<file path="src/hdl/mjss_mul.sv">
`timescale 1ns / 1ps
// ----------------------------------------------------------------------------
// mjss_mul
// Shared unsigned 33 x 33 multiplier with a registered product.
// ----------------------------------------------------------------------------
module mjss_mul (
   input  logic        clock,
   input  logic [32:0] op_a,
   input  logic [32:0] op_b,
   output logic [65:0] prod
);

   logic [65:0] prod_ff;
   logic [65:0] prod_in;

   assign prod_in = {33'd0, op_a} * {33'd0, op_b};

   always_ff @(posedge clock) begin
      prod_ff <= prod_in;
   end

   assign prod = prod_ff;

endmodule

</file>
<file path="config.mk">
export PLATFORM = sky130hd
export DESIGN_NAME = mjss_mul
export DESIGN_NICKNAME = d
export VERILOG_FILES = /design/src/hdl/mjss_mul.sv
export SDC_FILE = /design/constraint.sdc
export NUM_CORES = 2
export LEC_CHECK = 0
export ABC_AREA = 1
export BUFFER_PORTS_ARGS = -buffer_cell sky130_fd_sc_hd__buf_2
export CAP_MARGIN = 0
export CORE_ASPECT_RATIO = 0.8
export CORE_UTILIZATION = 37
export DETAILED_ROUTE_END_ITERATION = 10
export HOLD_SLACK_MARGIN = 0.06
export PLACE_DENSITY_LB_ADDON = 0.05
export SLEW_MARGIN = 20
export SYNTH_ARGS = -nofsm -noshare
export SYNTH_HDL_FRONTEND = slang
export SYNTH_SLANG_ARGS = --single-unit
</file>
<file path="constraint.sdc">
create_clock -name clock -period 16.1 [get_ports clock]
set_input_delay 4.025 -clock clock [delete_from_list [all_inputs] [get_ports clock]]
set_output_delay 4.025 -clock clock [all_outputs]
set_load 0.005 [all_outputs]
</file>
==> results.json <==
{
  "post-route-period-util": 0.678,
  "yosys_register_bits": 66,
  "cts_tree": "done",
  "cpPeakStageDelay_ns": 0.70,
  "layout_common_cells": "inv_1 (1893), nand2_1 (1649), fa_1 (958), ha_1 (265), buf_2 (132)",
  "cts_max_path_buffers": 2,
  "period_minus_slack_ns": 10.92,
  "worstMarginPinSlew_ns": 1.04,
  "grt_pass1_wl_um": 199000,
  "portBuffers": 132,
  "critPathMaxFanout": 33,
  "numCtsBuffers": 9,
  "vias": 30300,
  "worstPathRequired_ns": 16.34,
  "fmax_mhz": 91.6,
  "grt_pass1_vias": 31900,
  "ctsResizeCount": 0,
  "final-setup-viol-count": 0,
  "post-route-util": 0.393,
  "drive_above_1_share": 0.0461,
  "drc": 12,
  "core-area_um2": 107000,
  "ant_nets": 0,
  "ys_types": 33,
  "crit_chain": "buf_2, nand2_1, fa_1, inv_1, fa_1, inv_1, fa_1, inv_1, fa_1, fa_1, fa_1, fa_1, inv_1, fa_1, inv_1, ha_1, nand2_1, nor2_1, inv_1, nor2_1, a21oi_1, nand2_2, xor2_1",
  "worst_setup_path_start_kind": "input pin",
  "hold_path.class": "in2reg",
  "initial_core_util": 0.374,
  "crit_top_cell": "fa_1",
  "drt-initial-drc-count": 1831,
  "boundaryPins": 133,
  "ctsHtreeMaxLevel": 3,
  "yosysWarnings": 0,
  "synth_area_per_cell_um2": 7.37,
  "critPathSlowestCell": "buf_2",
  "clk_pin_slew_ns": 0.06,
  "overflow": 0,
  "clock_tree.root_cell": "clkbuf_16",
  "status": "finished, violations left",
  "hold_end": "prod[0]$_DFF_P_",
  "hold_depth": 4,
  "synth_area_leader_cell": "fa_1",
  "dieHeight_um": 296,
  "hold_path_startpoint": "op_a[0]",
  "cp_data_arrival_time_ns": 11.16,
  "syn2layout_area_growth_pct": 5.02,
  "fin_nets": 6616,
  "slew_headroom": 0.310,
  "fillers": 11400,
  "holdBufCountCts": 0,
  "ys_top_cells_by_area": "fa_1 (48%), inv_1 (18%), nand2_1 (16%)",
  "crit_type": "in2reg",
  "dp_hpwl_um": 105000,
  "seq_area_um2": 1320,
  "violations": "design-rule violations",
  "final_common_cell": "inv_1",
  "synthesis.nets": 6700,
  "crit_path_end_kind": "flip-flop",
  "hold_viol": 0,
  "fp-row-count": 107,
  "dieArea_um2": 109000,
  "yosysSeqAreaShare": 0.0331,
  "cap_viol_max_count": 0,
  "track_usage": 0.242,
  "finalSetupTns_ns": 0,
  "fp.dieW_um": 369,
  "largest_reg_flops": 66,
  "wl_per_cell_um": 18.8,
  "cts.sinks": 66,
  "cts_setup_buffers": 0,
  "netlist.area_leader.share": 0.481,
  "rsz0062_at_grt": "false",
  "synthesis.instances": 5410,
  "multi_input_area_um2": 30400,
  "dr.pass1.iters": 8,
  "antenna_found_initial": 2,
  "grt_max_degree": 34,
  "drv_slew": 0,
  "via_per_inst": 4.48,
  "syn-cell-area_um2": 39900,
  "wl_um": 127000,
  "routabilityCongestion": 0.907
}
-- synth_stat cells --
cell,count
o21bai_2,2
inv_2,12
ha_1,265
o21ai_1,1
xor2_1,31
clkinv_1,1
clkbuf_1,263
fa_1,958
inv_1,1893
and3_1,1
dfxtp_1,66
nor3_4,1
and3b_1,1
nor2_4,5
a21oi_2,1
a21oi_1,42
nand2_2,11
o211ai_1,1
nand3_2,5
nand3_1,54
nand2_1,1649
and2_1,1
xnor2_1,5
buf_1,1
o21ai_2,1
o21ai_0,2
nor3_1,8
nor2_1,86
nor2_2,18
nand4_1,11
o21bai_1,8
nor4_1,1
nor3_2,5
-- how the worst max path moves through the flow --
stage / startpoint / to / cells after the start
2_1_floorplan: op_b[9] / prod[62]$_DFF_P_ / 27
3_3_place_gp: op_a[7] / prod[33]$_DFF_P_ / 23
3_5_place_dp: op_a[7] / prod[33]$_DFF_P_ / 23
4_1_cts: op_a[7] / prod[33]$_DFF_P_ / 23
5_1_grt: op_a[7] / prod[33]$_DFF_P_ / 23
6_report: op_a[7] / prod[33]$_DFF_P_ / 23
-- metal layers --
| layer | up-vias | wire [um] | part of all wire | global-route usage |
|---|---|---|---|---|
| met2 | 649 | 55500 | 0.44 | 0.375 |
| met5 | - | 8 | 0.000063 | 0 |
| met4 | 2 | 922 | 0.0073 | 0.0199 |
| met1 | 15200 | 64200 | 0.51 | 0.376 |
| li1 | 14400 | - | - | - |
| met3 | 52 | 6350 | 0.050 | 0.0247 |
-- through the flow --
stage | area, um^2 | worst slack [ns] | hold slack [ns] | std cells
after global routing | 41900 | 4.83 | 4.31 | 6748
after global placement | 41600 | 4.70 | 4.40 | 6732
after CTS | 41900 | 5.13 | 4.26 | 6748
final | 41900 | 5.18 | 4.27 | 6749
after detailed placement | 41600 | 4.81 | 4.41 | 6732
after floorplan | 39900 | 6.06 | 4.29 | 5410
-- layout make-up --
class,count,area share
antenna,1,0.0000597
multi-input combinational,3174,0.726
timing repair buffer,169,0.0224
clock buffer,10,0.00571
sequential,66,0.0315
inverter,1906,0.171
clock inverter,6,0.000986
tap,1417,0.0423
-- cell families after synthesis --
kind of cell | Yosys count | share of synthesized area
buf+inv | 2170 | 0.204
simple gates | 1857 | 0.182
fa+ha+maj | 1223 | 0.564
flops | 66 | 0.0331
compound gates | 58 | 0.00835
xor+xnor | 36 | 0.00791
-- critical path: cells and delay by family --
family	cells	cell delay, ns
adders and majority gates	9	4.58
buffers and inverters	7	1.11
and+or+nand+nor	5	1.00
xor gates and xnor gates	1	0.27
AOI/OAI and AO/OA	1	0.14
Power is not shown: default switching activity piles up to over one toggle a cycle in this logic, so the estimate is an artifact.
