`src/hdl/mjss_pkg.sv`:
```
`timescale 1ns / 1ps
// ----------------------------------------------------------------------------
// mjss_pkg
// Shared types, constants and helpers of the minimum-jerk segment sampler.
// ----------------------------------------------------------------------------
package mjss_pkg;

   // item action codes
   localparam logic ACT_LOAD   = 1'b0;
   localparam logic ACT_SAMPLE = 1'b1;

   // configuration register indexes
   localparam logic [2:0] CSR_NOMINAL_SPEED    = 3'd0;
   localparam logic [2:0] CSR_MAX_ACCEL        = 3'd1;
   localparam logic [2:0] CSR_MAX_HEADING_RATE = 3'd2;
   localparam logic [2:0] CSR_MIN_SEG_TIME     = 3'd3;
   localparam logic [2:0] CSR_MAX_SEG_TIME     = 3'd4;
   localparam logic [2:0] CSR_HEADING_EN       = 3'd5;

   localparam logic [31:0] RATE_FLOOR  = 32'd66;
   localparam logic [31:0] DUR_FLOOR   = 32'd13107;
   localparam logic [30:0] ONE_Q30     = 31'h4000_0000;
   localparam logic signed [16:0] PI_Q12     = 17'sd12868;
   localparam logic signed [16:0] TWO_PI_Q12 = 17'sd25736;

   // operand layout of the divide / root unit
   localparam int DSU_OP_W  = 66;
   localparam int DSU_ACC_W = 62;
   localparam int DSU_REM_W = 35;

   typedef struct packed {
      logic                 start;
      logic                 sqrt_mode;
      logic [DSU_OP_W-1:0]  operand;
      logic [31:0]          divisor;
      logic [6:0]           steps;
   } dsu_cmd_type;

   typedef enum logic [3:0] {
      ST_IDLE,
      ST_SQ_ISSUE,
      ST_SQ_ACC,
      ST_DIST,
      ST_SPD,
      ST_ACC_Q,
      ST_ACC_R,
      ST_YAW,
      ST_FIN,
      ST_TAU,
      ST_POW_ISSUE,
      ST_POW_CAP,
      ST_BLEND,
      ST_LERP_ISSUE,
      ST_LERP_CAP,
      ST_DONE
   } state_type;

   // fold a yaw difference into plus or minus pi; one step covers all inputs
   function automatic logic signed [16:0] wrap_yaw(input logic signed [16:0] d);
      logic signed [16:0] r;
      if (d > PI_Q12) begin
         r = d - TWO_PI_Q12;
      end else if (d < -PI_Q12) begin
         r = d + TWO_PI_Q12;
      end else begin
         r = d;
      end
      return r;
   endfunction

endpackage

```
`src/hdl/mjss_divsqrt.sv`:
```
`timescale 1ns / 1ps
// ----------------------------------------------------------------------------
// mjss_divsqrt
// Shared restoring divider and square root, one result bit per cycle.
// ----------------------------------------------------------------------------
module mjss_divsqrt (
   input  logic                              clock,
   input  logic                              reset,
   input  mjss_pkg::dsu_cmd_type             cmd,
   output logic                              done,
   output logic [mjss_pkg::DSU_ACC_W-1:0]    result
);

   logic [mjss_pkg::DSU_OP_W-1:0]  q_ff, q_in;
   logic [mjss_pkg::DSU_REM_W-1:0] r_ff, r_in;
   logic [mjss_pkg::DSU_ACC_W-1:0] acc_ff, acc_in;
   logic [6:0]                     cnt_ff, cnt_in;
   logic                           mode_ff, mode_in;
   logic [31:0]                    div_ff, div_in;
   logic                           done_ff, done_in;

   logic [mjss_pkg::DSU_REM_W+1:0] rp;
   logic [mjss_pkg::DSU_REM_W+1:0] trial;
   logic [mjss_pkg::DSU_REM_W+1:0] diff;
   logic                           ge;

   always_comb begin
      rp    = mode_ff ? {r_ff, q_ff[65:64]} : {1'b0, r_ff, q_ff[65]};
      trial = mode_ff ? {acc_ff[34:0], 2'b01} : {5'd0, div_ff};
      ge    = (rp >= trial);
      diff  = rp - trial;

      q_in    = q_ff;
      r_in    = r_ff;
      acc_in  = acc_ff;
      cnt_in  = cnt_ff;
      mode_in = mode_ff;
      div_in  = div_ff;
      done_in = 1'b0;

      if (cmd.start) begin
         q_in    = cmd.operand;
         r_in    = '0;
         acc_in  = '0;
         cnt_in  = cmd.steps;
         mode_in = cmd.sqrt_mode;
         div_in  = cmd.divisor;
      end else if (cnt_ff != 7'd0) begin
         r_in   = ge ? diff[mjss_pkg::DSU_REM_W-1:0] : rp[mjss_pkg::DSU_REM_W-1:0];
         acc_in = {acc_ff[mjss_pkg::DSU_ACC_W-2:0], ge};
         q_in   = mode_ff ? {q_ff[63:0], 2'b00} : {q_ff[64:0], 1'b0};
         cnt_in = cnt_ff - 7'd1;
         if (cnt_ff == 7'd1) begin
            done_in = 1'b1;
         end
      end
   end

   always_ff @(posedge clock) begin
      if (reset) begin
         cnt_ff  <= '0;
         done_ff <= 1'b0;
      end else begin
         cnt_ff  <= cnt_in;
         done_ff <= done_in;
      end
      q_ff    <= q_in;
      r_ff    <= r_in;
      acc_ff  <= acc_in;
      mode_ff <= mode_in;
      div_ff  <= div_in;
   end

   assign done   = done_ff;
   assign result = acc_ff;

endmodule

```
`config.mk`:
```
export PLATFORM = sky130hd
export DESIGN_NAME = mjss_divsqrt
export DESIGN_NICKNAME = d
export VERILOG_FILES = /design/src/hdl/mjss_pkg.sv /design/src/hdl/mjss_divsqrt.sv
export SDC_FILE = /design/constraint.sdc
export NUM_CORES = 1
export LEC_CHECK = 0
export BUFFER_PORTS_ARGS = -buffer_cell sky130_fd_sc_hd__clkbuf_2
export CAP_MARGIN = 15
export CORE_ASPECT_RATIO = 1.5
export CORE_MARGIN = 8
export CORE_UTILIZATION = 38
export DETAILED_ROUTE_END_ITERATION = 12
export GPL_TIMING_DRIVEN = 0
export PLACE_DENSITY = 0.68
export SLEW_MARGIN = 20
export SYNTH_ARGS = -nofsm -noshare
export SYNTH_HDL_FRONTEND = slang
export SYNTH_SLANG_ARGS = --single-unit
```
`constraint.sdc`:
```
create_clock -name clock -period 7.95 [get_ports clock]
set_clock_uncertainty 0.05 [all_clocks]
set_input_delay 0.795 -clock clock [delete_from_list [all_inputs] [get_ports clock]]
set_output_delay 0.795 -clock clock [all_outputs]
set_load 0.05 [all_outputs]
```
==> results.json <==
{
  "ys_warn_count": 0,
  "syn_area_per_cell_um2": 9.40,
  "multi_input_area_mm2": 0.00572,
  "cts-root-buf": "clkbuf_16",
  "die-area_mm2": 0.0353,
  "vias": 9364,
  "post_drt_wl_per_cell_um": 17.5,
  "antenna_found_initial": 0,
  "hold_buffers": 0,
  "syn_to_final_growth_pct": 18.7,
  "wl_um": 31400,
  "io_pins": 172,
  "synthArstFlopShare": 0,
  "p_total_mw": 4.26,
  "cts_tree": "built",
  "grt_pass1_vias": 9557,
  "synthCells": 1192,
  "cts_made_buffers": 22,
  "hold_path.class": "input port to flop",
  "fillers": 2933,
  "ant_nets": 0,
  "r2r_slack_ns": 2.35,
  "n_antenna_cell": 0,
  "p_leak_nw": 5.55,
  "tns_ns": 0,
  "worstPathRequired_ns": 8.29,
  "finalSetupViolations": 0,
  "grt_pass1_wl_um": 49700,
  "finalMaxSlewViolations": 0,
  "crit_path_end_kind": "flop",
  "numPortBuffers": 170,
  "final_hold_viol_count": 0,
  "core_mm2": 0.0293,
  "min_period_ns": 5.60,
  "syn_area_mm2": 0.0112,
  "powerDensity_mw_per_mm2": 321,
  "viasPerCell": 5.21,
  "grt_usage": 0.176,
  "drtPass1Iterations": 6,
  "fmax_ghz": 0.179,
  "tightestPinTransition_ns": 1.00,
  "synthFlopType": "dfxtp_1",
  "vdd.ir_drop.worst_mv": 0.181,
  "drt-initial-drc-count": 404,
  "drv_cap": 0,
  "clk_pin_slew_ns": 0.06,
  "crit_type": "flop to flop",
  "crit_fanout": 10,
  "rows": 77,
  "critPathLaunchType": "flop",
  "synth_cell_types": 73,
  "die_w_um": 156,
  "h-tree-depth": 1,
  "numClockSinks": 204,
  "drive_gt1_frac": 0.202,
  "maxSlewHeadroom": 0.333,
  "worst_skew_pair.late_latency_ns": 0.52,
  "drc": 0,
  "cts_resized": 0,
  "cts_buffer_depth": 3,
  "rsz0062_at_grt": "no",
  "gp_congestion": 0.883,
  "arrival_ns": 5.95,
  "synth-seq-cells": 204,
  "dp_hpwl_um": 23800,
  "outcome": "finished clean",
  "fp.dieH_um": 226,
  "synth_nets": 1341,
  "grt_overflow": 0,
  "postCtsSetupBuffers": 0,
  "yosysSeqAreaShare": 0.453,
  "grt_max_degree": 41,
  "layout.area.seq_mm2": 0.00507,
  "initial_core_util": 0.383,
  "fin_crit_sh": 0.705,
  "nets": 1536,
  "synth-edff-count": 99
}
==> worst paths after layout <==
check / endpoint / startpoint / cells after the start
worst max-delay path: r_ff[24] / mode_ff / 18
worst min-delay path: div_ff[21] / cmd[28] / 1
worst max register to register: r_ff[24] / mode_ff / 18
worst min register to register: result[47] / result[47] / 2
==> layout make-up <==
| type | count | share of cell area |
|---|---|---|
| flip-flops and latches | 204 | 0.382 |
| well taps | 395 | 0.0372 |
| plain buffers | 81 | 0.0264 |
| multi-input cells | 891 | 0.430 |
| clock buffers | 32 | 0.0513 |
| repair buffers | 171 | 0.0655 |
| clock inverters | 8 | 0.00348 |
| inverters | 16 | 0.00470 |
==> synth_stat cells (7+ instances only) <==
cell type / number / area, um2
nand2_1: 248 / 931
a21oi_1: 117 / 586
dfxtp_1: 105 / 2100
mux2i_1: 101 / 1010
edfxtp_1: 99 / 2970
o21ai_0: 92 / 460
clkbuf_1: 58 / 218
nor2_1: 49 / 184
ha_1: 39 / 488
mux2_2: 35 / 394
xnor2_1: 18 / 158
inv_1: 16 / 60.1
a211oi_1: 15 / 113
a21o_1: 15 / 113
nor3_1: 13 / 65.1
buf_2: 11 / 55.1
xor2_1: 11 / 96.3
o211ai_1: 9 / 67.6
o21ai_1: 9 / 45.0
nand4_1: 8 / 50.1
a31oi_1: 7 / 43.8
and3_1: 7 / 43.8
buf_1: 7 / 26.3
nand3_1: 7 / 35.0
==> layer usage <==
layer / share of wire / wire length (um) / track usage / vias up
met1: 0.40 / 12600 / 0.191 / 4386
li1: - / - / - / 4676
met4: 0.041 / 1300 / 0.0865 / 0
met3: 0.047 / 1480 / 0.0275 / 70
met2: 0.51 / 16000 / 0.325 / 232
met5: 0 / 0 / 0 / -
==> critical path: stages, from the launching register on <==
cell and delay [ns]:
edfxtp_1 0.32, clkbuf_1 0.24, clkbuf_1 0.54, clkbuf_1 0.54, clkbuf_1 0.81, mux2i_1 0.20, ha_1 0.31, clkbuf_1 0.29
nand4_1 0.22, nor4_1 0.52, nand4_1 0.17, and4b_1 0.24, o31ai_1 0.10, o21a_2 0.22, buf_6 0.18, buf_6 0.17
nor3_1 0.06, a31oi_1 0.19, o21ai_1 0.09
==> state kept, by name, summed over array words and instances (netlist names) <==
signal   count
done         1
q_ff        66
r_ff        35
mode_ff      1
div_ff      32
result      62
cnt_ff       7
==> metrics by stage <==
step | instance area, um2 | cells | hold WS, ns | setup WS [ns] | util
after global placement | 12500 | 1757 | 0.402 | 2.33 | 0.428
after floorplan | 11200 | 1192 | 0.388 | 3.87 | -
after detailed placement | 12600 | 1758 | 0.403 | 2.37 | 0.429
after global routing | 13300 | 1798 | 0.387 | 2.03 | 0.454
after CTS | 13300 | 1798 | 0.373 | 2.34 | 0.454
final | 13300 | 1798 | 0.405 | 2.35 | 0.454
==> cells in the final DEF (no fill, tap or decap), types with 35 or more instances in the layout <==
cell and n:
clkbuf_1 62, a21oi_1 117, mux2i_1 101, edfxtp_1 99, o21ai_0 92, mux2_2 35
dfxtp_1 105, ha_1 39, nor2_1 49, clkbuf_2 170, nand2_1 248
==> report_power, final <==
| group | total (mW) | switching [mW] | leakage [nW] | internal (mW) |
|---|---|---|---|---|
| clock | 1.03 | 0.430 | 0.364 | 0.598 |
| sequential | 1.36 | 0.0877 | 1.89 | 1.27 |
| combinational | 1.88 | 1.11 | 3.29 | 0.770 |
| total | 4.26 | 1.62 | 5.55 | 2.64 |
==> cell families (layout without fill, tap and decap cells) <==
logic type | count (synthesis) | in the layout | share of synthesized area
AO/OA/AOI/OAI | 320 | 320 | 0.177
XOR/XNOR | 29 | 29 | 0.0227
adder cells (fa/ha/maj) | 40 | 40 | 0.0453
buffers and inverters | 97 | 308 | 0.0367
flip-flops | 204 | 204 | 0.453
multiplexers | 137 | 137 | 0.126
AND/OR/NAND/NOR | 365 | 365 | 0.139
(Power assumes the default switching activity.)
